[config.mk]
export PLATFORM = sky130hd
export DESIGN_NAME = pi_speed_controller_windup_cut
export DESIGN_NICKNAME = d
export VERILOG_FILES = /design/src/pisc_pkg.sv /design/src/pisc_step.sv /design/src/pi_speed_controller_windup_cut.sv
export SDC_FILE = /design/constraint.sdc
export NUM_CORES = 2
export LEC_CHECK = 0
export BUFFER_PORTS_ARGS = -buffer_cell sky130_fd_sc_hd__buf_2
export CAP_MARGIN = 25
export CORE_MARGIN = 2
export CORE_UTILIZATION = 39
export DETAILED_ROUTE_END_ITERATION = 8
export MAX_ROUTING_LAYER = met4
export PLACE_DENSITY = 0.55
export SLEW_MARGIN = 0
export SYNTH_ARGS = -nofsm -noshare
export SYNTH_HDL_FRONTEND = slang
export SYNTH_HIERARCHICAL = 1
export SYNTH_SLANG_ARGS = --single-unit
export TNS_END_PERCENT = 10
[constraint.sdc]
create_clock -name clk -period 25.9 [get_ports clk]
set_clock_uncertainty 0.1 [all_clocks]
set_input_delay 6.475 -clock clk [delete_from_list [all_inputs] [get_ports clk]]
set_output_delay 6.475 -clock clk [all_outputs]
set_load 0.01 [all_outputs]
[src/pisc_pkg.sv]
// Shared types, widths and register indexes for the PI speed controller.
`default_nettype none

package pisc_pkg;

	localparam int SIG_W      = 16;
	localparam int GAIN_W     = 24;
	localparam int ERR_W      = SIG_W + 1;
	localparam int PROD_W     = ERR_W + GAIN_W + 1;
	localparam int TERM_W     = PROD_W - 16;
	localparam int SUM_W      = TERM_W + 1;
	localparam int CFG_IDX_W  = 2;

	localparam logic [CFG_IDX_W-1:0] CFG_PROPORTIONAL_GAIN = 2'd0;
	localparam logic [CFG_IDX_W-1:0] CFG_INTEGRAL_GAIN     = 2'd1;

	localparam logic ACTION_RUN   = 1'b0;
	localparam logic ACTION_CLEAR = 1'b1;

	typedef struct packed {
		logic                    action;
		logic signed [SIG_W-1:0] reference;
		logic signed [SIG_W-1:0] feedback;
	} in_item_t;

	typedef struct packed {
		logic signed [SIG_W-1:0] drive;
		logic                    integral_cut;
		logic                    saturated;
	} out_item_t;

endpackage

`default_nettype wire

[src/pisc_step.sv]
// Combinational step: error, integral update with clamp and cut, drive clamp, clear.
`default_nettype none

module pisc_step (
	input  wire pisc_pkg::in_item_t                 item,
	input  wire logic signed [pisc_pkg::SIG_W-1:0]  integral,
	input  wire logic [pisc_pkg::GAIN_W-1:0]        proportional_gain,
	input  wire logic [pisc_pkg::GAIN_W-1:0]        integral_gain,
	output pisc_pkg::out_item_t                     result,
	output logic signed [pisc_pkg::SIG_W-1:0]       integral_next
);

	localparam logic signed [pisc_pkg::SUM_W-1:0] SUM_MAX = pisc_pkg::SUM_W'(32767);
	localparam logic signed [pisc_pkg::SUM_W-1:0] SUM_MIN = -pisc_pkg::SUM_W'(32768);

	logic signed [pisc_pkg::ERR_W-1:0]  err;
	logic signed [pisc_pkg::PROD_W-1:0] kp_prod;
	logic signed [pisc_pkg::PROD_W-1:0] ki_prod;
	logic signed [pisc_pkg::SUM_W-1:0]  acc;
	logic signed [pisc_pkg::SUM_W-1:0]  drv;
	logic signed [pisc_pkg::SIG_W-1:0]  acc_clamped;
	logic signed [pisc_pkg::SIG_W-1:0]  integral_run;
	logic [pisc_pkg::ERR_W-1:0]         err_abs;
	logic [pisc_pkg::SIG_W:0]           ref_abs;
	logic [20:0]                        err_x10;
	logic [20:0]                        ref_x7;
	logic                               cut;
	logic                               hit;
	logic signed [pisc_pkg::SIG_W-1:0]  drv_clamped;

	assign err = pisc_pkg::ERR_W'(item.reference) - pisc_pkg::ERR_W'(item.feedback);

	// Gains are unsigned, so a zero sign bit keeps the product signed and exact.
	assign kp_prod = err * $signed({1'b0, proportional_gain});
	assign ki_prod = err * $signed({1'b0, integral_gain});

	// Dropping the low 16 bits of a two's complement value rounds toward minus infinity.
	assign acc = pisc_pkg::SUM_W'(integral)
		+ pisc_pkg::SUM_W'($signed(ki_prod[pisc_pkg::PROD_W-1:16]));

	always_comb begin
		if (acc > SUM_MAX) begin
			acc_clamped = 16'sh7FFF;
		end else if (acc < SUM_MIN) begin
			acc_clamped = -16'sh8000;
		end else begin
			acc_clamped = acc[pisc_pkg::SIG_W-1:0];
		end
	end

	// Large-error test 10*|err| > 7*|ref|, exact and symmetric in the sign of ref.
	assign err_abs = err[pisc_pkg::ERR_W-1] ? pisc_pkg::ERR_W'(-err) : pisc_pkg::ERR_W'(err);
	assign ref_abs = item.reference[pisc_pkg::SIG_W-1]
		? (pisc_pkg::SIG_W+1)'(-(pisc_pkg::SIG_W+1)'(item.reference))
		: (pisc_pkg::SIG_W+1)'(item.reference);
	assign err_x10 = (21'(err_abs) << 3) + (21'(err_abs) << 1);
	assign ref_x7  = (21'(ref_abs) << 3) - 21'(ref_abs);
	assign cut     = err_x10 > ref_x7;

	assign integral_run = cut ? '0 : acc_clamped;

	assign drv = pisc_pkg::SUM_W'($signed(kp_prod[pisc_pkg::PROD_W-1:16]))
		+ pisc_pkg::SUM_W'(integral_run);

	always_comb begin
		hit = 1'b1;
		if (drv > SUM_MAX) begin
			drv_clamped = 16'sh7FFF;
		end else if (drv < SUM_MIN) begin
			drv_clamped = -16'sh8000;
		end else begin
			drv_clamped = drv[pisc_pkg::SIG_W-1:0];
			hit         = 1'b0;
		end
	end

	always_comb begin
		if (item.action == pisc_pkg::ACTION_CLEAR) begin
			integral_next       = '0;
			result.drive        = '0;
			result.integral_cut = 1'b0;
			result.saturated    = 1'b0;
		end else begin
			integral_next       = integral_run;
			result.drive        = drv_clamped;
			result.integral_cut = cut;
			result.saturated    = hit;
		end
	end

endmodule

`default_nettype wire

[src/pi_speed_controller_windup_cut.sv]
// PI speed controller with integral clamp and large-error integral cut, top level.
//
// Usage:
//   Input channel in_valid/in_stall/in_item carries one control step per beat:
//   action (run or clear), reference and feedback, both signed Q1.15.
//   Output channel out_valid/out_stall/out_item returns one beat per input
//   beat, in order: drive (Q1.15), integral_cut and saturated flags.
//   Gains are written on the cfg channel (index 0 = proportional, 1 = integral,
//   unsigned Q8.16); cfg_ready is always high. Write gains only while idle.
// Timing:
//   An accepted beat lands in the input register, the step logic runs in the
//   following cycle and the result is loaded into the output register at the
//   end of that cycle unless out_stall holds a full output register.
//   Throughput is one beat per cycle while the output is not stalled; the
//   integral register closes its loop through the combinational step logic.
// Reset:
//   arst_n clears both gains, the integral and all valid flags.
// Backpressure:
//   While out_stall holds a full output register, the input register holds its
//   beat and in_stall rises once it is full too; nothing is lost or repeated.
`default_nettype none

module pi_speed_controller_windup_cut (
	input  wire logic                               clk,
	input  wire logic                               arst_n,
	input  wire logic                               in_valid,
	output logic                                    in_stall,
	input  wire pisc_pkg::in_item_t                 in_item,
	output logic                                    out_valid,
	input  wire logic                               out_stall,
	output pisc_pkg::out_item_t                     out_item,
	input  wire logic                               cfg_valid,
	output logic                                    cfg_ready,
	input  wire logic [pisc_pkg::CFG_IDX_W-1:0]     cfg_index,
	input  wire logic [pisc_pkg::GAIN_W-1:0]        cfg_data
);

	logic [pisc_pkg::GAIN_W-1:0]       kp_q;
	logic [pisc_pkg::GAIN_W-1:0]       ki_q;
	logic signed [pisc_pkg::SIG_W-1:0] integral_q;
	logic signed [pisc_pkg::SIG_W-1:0] integral_next;
	pisc_pkg::in_item_t                item_s1;
	logic                              valid_s1;
	pisc_pkg::out_item_t               result;
	pisc_pkg::out_item_t               out_q;
	logic                              out_valid_q;
	logic                              out_free;
	logic                              advance;
	logic                              in_take;

	assign cfg_ready = 1'b1;

	always_ff @(posedge clk or negedge arst_n) begin
		if (!arst_n) begin
			kp_q <= '0;
			ki_q <= '0;
		end else if (cfg_valid && cfg_ready) begin
			case (cfg_index)
				pisc_pkg::CFG_PROPORTIONAL_GAIN: kp_q <= cfg_data;
				pisc_pkg::CFG_INTEGRAL_GAIN:     ki_q <= cfg_data;
				default: ;
			endcase
		end
	end

	assign out_free = !out_valid_q || !out_stall;
	assign advance  = valid_s1 && out_free;
	assign in_stall = valid_s1 && !advance;
	assign in_take  = in_valid && !in_stall;

	always_ff @(posedge clk or negedge arst_n) begin
		if (!arst_n) begin
			valid_s1 <= 1'b0;
		end else if (in_take) begin
			valid_s1 <= 1'b1;
		end else if (advance) begin
			valid_s1 <= 1'b0;
		end
	end

	always_ff @(posedge clk) begin
		if (in_take) begin
			item_s1 <= in_item;
		end
	end

	pisc_step u_step (
		.item              (item_s1),
		.integral          (integral_q),
		.proportional_gain (kp_q),
		.integral_gain     (ki_q),
		.result            (result),
		.integral_next     (integral_next)
	);

	// The integral moves only when its step is handed to the output register.
	always_ff @(posedge clk or negedge arst_n) begin
		if (!arst_n) begin
			integral_q <= '0;
		end else if (advance) begin
			integral_q <= integral_next;
		end
	end

	always_ff @(posedge clk or negedge arst_n) begin
		if (!arst_n) begin
			out_valid_q <= 1'b0;
		end else if (out_free) begin
			out_valid_q <= valid_s1;
		end
	end

	always_ff @(posedge clk) begin
		if (advance) begin
			out_q <= result;
		end
	end

	assign out_valid = out_valid_q;
	assign out_item  = out_q;

endmodule

`default_nettype wire
# Word-level counts from Yosys, hierarchy flattened
# Cells that the tools add are included.
[op_classes]
n_addsub = 7
mul = 2
magnitude_cmp = 5
eq_ne = 1
muxes = 12
n_reduce_logical = 13
[ops]
columns = ["operator", "n"]
rows = [
  ["$mul 17x25->42", 2],
  ["$mux 16", 5],
  ["$gt 27x16->1 const B", 2],
  ["$lt 27x16->1 const B", 2],
  ["$mux 17", 2],
  ["$add 16x26->27", 1],
  ["$add 26x16->27", 1],
  ["$add 20x18->21", 1],
  ["$gt 21x21->1", 1],
  ["$sub 20x17->21", 1],
  ["$neg 16->17", 1],
  ["$neg 17->17", 1],
  ["$sub 16x16->17", 1],
  ["$mux 15", 1],
  ["$logic_not 1->1", 4],
  ["$mux 1", 4],
  ["$reduce_and 2->1", 2],
  ["$logic_and 1x1->1", 3],
  ["$eq 2x1->1 const B", 1],
  ["$logic_not 2->1", 1],
  ["$reduce_bool 2->1", 1],
  ["$reduce_or 2->1", 1],
  ["$logic_or 1x1->1", 1],
]
[word_totals]
regBits = 117
in_bits = 64
out_inout_bits = 21
elab_cells = 52

# Logic depth before layout (Yosys ltp)
[logic_depth]
word_depth = 11
depth_mapped = 57
depth_no_buf = 52

# Hierarchy
# Netlist, hierarchy kept.
[by_module_without_submodules]
columns = ["mod", "n_inst", "cells_each", "area_each_um2", "seq_area_each_um2"]
rows = [
  ["pisc_step", 1, 3894, 32512.4, 0.0],
  ["pi_speed_controller_windup_cut", 1, 196, 4038.9, 3183.1],
]

# Worst setup path before layout
# Ideal clock, no wire load.
[synth_path]
path_type = "reg2reg"
startpoint = "register item_s1[16] (netlist name)"
endpoint = "register out_q (netlist bit out_item[11]), data pin"
setup_ns = 0.272
t_arrival_ns = 13.214
required_time_ns = 25.528
slack_ns = 12.314
path_stages_with_launch = 55
n_path_buf = 6
period_less_slack_ns = 13.586
path_cell_list = "edfxtp_1 inv_1 ha_1 fa_1 nand2b_1 a211oi_1 o21a_1 o31ai_1 a21oi_1 xor2_1 clkbuf_1 clkbuf_1 nand2_1 fa_1 fa_1 inv_1 fa_1 fa_1 (+19 left out) or3_1 a21o_1 nand4bb_1 o41ai_2 clkbuf_1 a211oi_1 ha_1 buf_2 and4_1 nand3_1 or4_1 a41oi_1 o21a_1 o311ai_0 or3_1 o31ai_2 buf_2 a211oi_1"
[synth_via]
elab_chain_len = 11
elab_cells_between_ends = 21
cone_classes = "7 x add/sub; 2 x mul; 5 x order compare; 7 x mux"
[synth_rtl]
columns = ["element", "line", "rtl"]
rows = [
  ["from (decl)", "pi_speed_controller_windup_cut.sv:42", "pisc_pkg::in_item_t item_s1;"],
  ["from (signal assigned)", "pi_speed_controller_windup_cut.sv:83", "item_s1 <= in_item;"],
  ["$sub 16x16->17", "pisc_step.sv:31", "assign err = pisc_pkg::ERR_W'(item.reference) - pisc_pkg::ERR_W'(item.feedback);"],
  ["$mul 17x25->42", "pisc_step.sv:35", "assign ki_prod = err * $signed({1'b0, integral_gain});"],
  ["$add 16x26->27", "pisc_step.sv:39", "+ pisc_pkg::SUM_W'($signed(ki_prod[pisc_pkg::PROD_W-1:16]));"],
  ["$lt 27x16->1", "pisc_step.sv:44", "end else if (acc < SUM_MIN) begin"],
  ["$mux 16", "pisc_step.sv:44", ""],
  ["$mux 16", "pisc_step.sv:42", "if (acc > SUM_MAX) begin"],
  ["$mux 16", "pisc_step.sv:60", "assign integral_run = cut ? '0 : acc_clamped;"],
  ["$add 26x16->27 *", "pisc_step.sv:63", "+ pisc_pkg::SUM_W'(integral_run);"],
  ["$lt 27x16->1", "pisc_step.sv:69", "end else if (drv < SUM_MIN) begin"],
  ["$mux 16", "pisc_step.sv:69", ""],
  ["$mux 15 *", "pisc_step.sv:67", "if (drv > SUM_MAX) begin"],
  ["to (signal assigned)", "pi_speed_controller_windup_cut.sv:115", "out_q <= result;"],
  ["to (decl)", "pi_speed_controller_windup_cut.sv:45", "pisc_pkg::out_item_t out_q;"],
]
# Every way passes the cells marked *; elsewhere a longest branch is shown, timed or not.
# A chain may end at the register's enable or synchronous reset.

# Final worst setup path
[layout_path]
startpoint = "register item_s1[16] (netlist name)"
endpoint = "register out_q (netlist bit out_item[2]), data pin"
# Same word-level chain as after synthesis.

==> reports/metrics.yaml <==
cts:
  numCtsBuffers: 17
  postCtsHoldBufs: 0
  cts_setup_buffers: 0
  cts_max_path_buffers: 2
  clock_sink_count: 117
  clk_pin_slew_ns: 0.06
  clockRootBuffer: "clkbuf_16"
  cts_resized: 0
  tritoncts: "done"
  cts.htree.levels: 4
  clock_latency_ns: 0.48
worst_hold_path:
  hold_path.class: "flop to flop"
  hp-start: "valid_s1$_DFFE_PN0P_"
floorplan:
  coreArea_sq_mm: 0.0930
  num_io_pins: 85
  die_w_um: 310
  placementRows: 112
  die_area_sq_mm: 0.0962
  fp.dieH_um: 310
  start_util: 0.393
synthesis:
  yosysWarningCount: 6
  synth_common_cells: "inv_1, fa_1, nand2_1"
  ys_types: 84
  netlist_area_sq_mm: 0.0366
  synth_nets: 5214
  ys_seq_area_frac: 0.0871
  synth.most_common_cell: "inv_1"
  synth.top_cell.area_share: 0.361
  synth_top_flop_cell: "dfrtp_1"
  synth_edf_count: 51
  avgSynthCellArea_sq_um: 8.94
  synth-async-reset-ratio: 0.564
  ys_ff_latch: 117
  synth_top_area_cell: "fa_1"
  synth_cells: 4090
  netlist_top_cells_area: "fa_1, ha_1, inv_1, nand2_1, dfrtp_1"
critical_path:
  r2r_setup_slack_ns: 10.05
  crit_arrival_ns: 16.05
  critPathMaxStageDelay_ns: 0.73
  end_kind: "flop"
  crit_path_start_kind: "flop"
  reg2reg_depth: 52
  path_class: "flop to flop"
  cp-startpoint: "item_s1[16]$_DFFE_PP_"
  path_common_cell: "fa_1"
  worstReg2RegEnd: "out_item[2]$_DFFE_PP_"
  cp_slowest_cell: "a31o_2"
  crit_end: "out_item[2]$_DFFE_PP_"
  crit_fanout: 31
  r2r_start: "item_s1[16]$_DFFE_PP_"
  crit_required_ns: 26.09
detailed_routing:
  drtPass1Iterations: 7
  drt-total-wl_um: 99000
  drt-wirelength-per-cell_um: 18.6
  ant_nets: 0
  drc: 0
  drt_iter0_markers: 1566
  vias: 27600
  viasPerCell: 5.17
sta:
  relSlewSlack: 0.290
  setup_tns_ns: 0
  rsz0062_at_grt: "no"
  worst_slack_ns: 10.05
  drv_slew: 0
  finalHoldViolCount: 0
  tightest_slew_ns: 1.06
  finalSetupViolCount: 0
  period_minus_slack_ns: 15.85
  period_share: 0.612
  max_freq_mhz: 63.1
layout:
  drive_gt1_frac: 0.0667
  stdcell_area_sq_mm: 0.0391
  area_growth_pct: 6.87
  fillers: 9361
  post-route-util: 0.420
  layout.nets: 5189
placed_design:
  place_area_sq_mm: 0.0384
  gp_congestion: 0.890
  portBuffers: 83
  place_ws_ns: 10.13
  hpwl_um: 75700
grt:
  grt.overflow.total: 0
  grt_pass1_vias: 28500
  grt_pass1_wl_um: 160000
  grt_max_degree: 67
  gr-usage-all-layers: 0.223
  antenna_found_initial: 5
run_status:
  run_status: "finished, final reports clean"
run:
  maxCapViolations: 0
-- cells by family after synthesis --
kind of cell | synth area share
other | 0.000205
DFF | 0.0871
muxes | 0.0203
AOI/OAI and AO/OA | 0.0906
and+or+nand+nor | 0.164
buffers and inverters | 0.103
xor gates and xnor gates | 0.0362
adders and majority gates | 0.498
-- metrics by stage --
step / hold slack [ns] / cells
after floorplan: 0.342 / 4090
after detailed placement: 0.392 / 5297
after global placement: 0.383 / 5294
after CTS: 0.407 / 5329
final: 0.396 / 5336
after global routing: 0.440 / 5336
-- cells in the final DEF, fill, tap and decap left out, types with 28 or more instances in the layout --
master,n
a211oi_1,67
a21o_1,58
a21oi_1,111
and2_1,223
buf_2,82
buf_4,47
dfrtp_1,66
edfxtp_1,51
fa_1,659
ha_1,399
inv_1,815
mux2_2,63
nand2_1,538
nand2b_1,47
nand3_1,42
nand4_1,28
nor2_1,100
nor2b_1,107
nor3_1,46
o21ai_0,68
xnor2_1,79
xor2_1,63
-- state kept, by name (all words and copies together) (netlist names) --
| signal | count |
|---|---|
| ki_q | 24 |
| item_s1 | 33 |
| out_valid | 1 |
| valid_s1 | 1 |
| kp_q | 24 |
| out_item | 18 |
| integral_q | 16 |
-- cell type report --
type	count	area, sq um	area share
flip-flops and latches	117	3180	0.0815
well taps	1254	1570	0.0402
clock buffers	25	527	0.0135
repair buffers	131	811	0.0208
diodes	4	10.0	0.000256
inverters	816	3060	0.0784
multi-input cells	2982	29800	0.764
clock inverters	7	66.3	0.00170
-- critical path, delay by kind of cell, from the launching register on --
kind | cells | cell delay [ns]
xor+xnor | 1 | 0.16
compound gates | 22 | 6.67
buf+inv | 8 | 1.39
simple gates | 8 | 1.91
mux | 1 | 0.19
flops | 1 | 0.39
fa+ha+maj | 12 | 4.88
-- worst min path at each step --
stage                            end  cells after the start
3_5_place_dp   out_valid$_DFFE_PN0P_                      1
6_report       out_valid$_DFFE_PN0P_                      1
5_1_grt        out_valid$_DFFE_PN0P_                      1
2_1_floorplan  out_valid$_DFFE_PN0P_                      1
3_3_place_gp   out_valid$_DFFE_PN0P_                      1
4_1_cts        out_valid$_DFFE_PN0P_                      1
-- metal layers --
| layer | GRT usage | wire [um] |
|---|---|---|
| met1 | 0.299 | 46300 |
| met3 | 0.0357 | 4520 |
| met2 | 0.352 | 46000 |
| met4 | 0.0594 | 2160 |
| met5 | - | 0 |
Power is not shown: default switching activity piles up to over one toggle a cycle in this logic, so the estimate is an artifact.
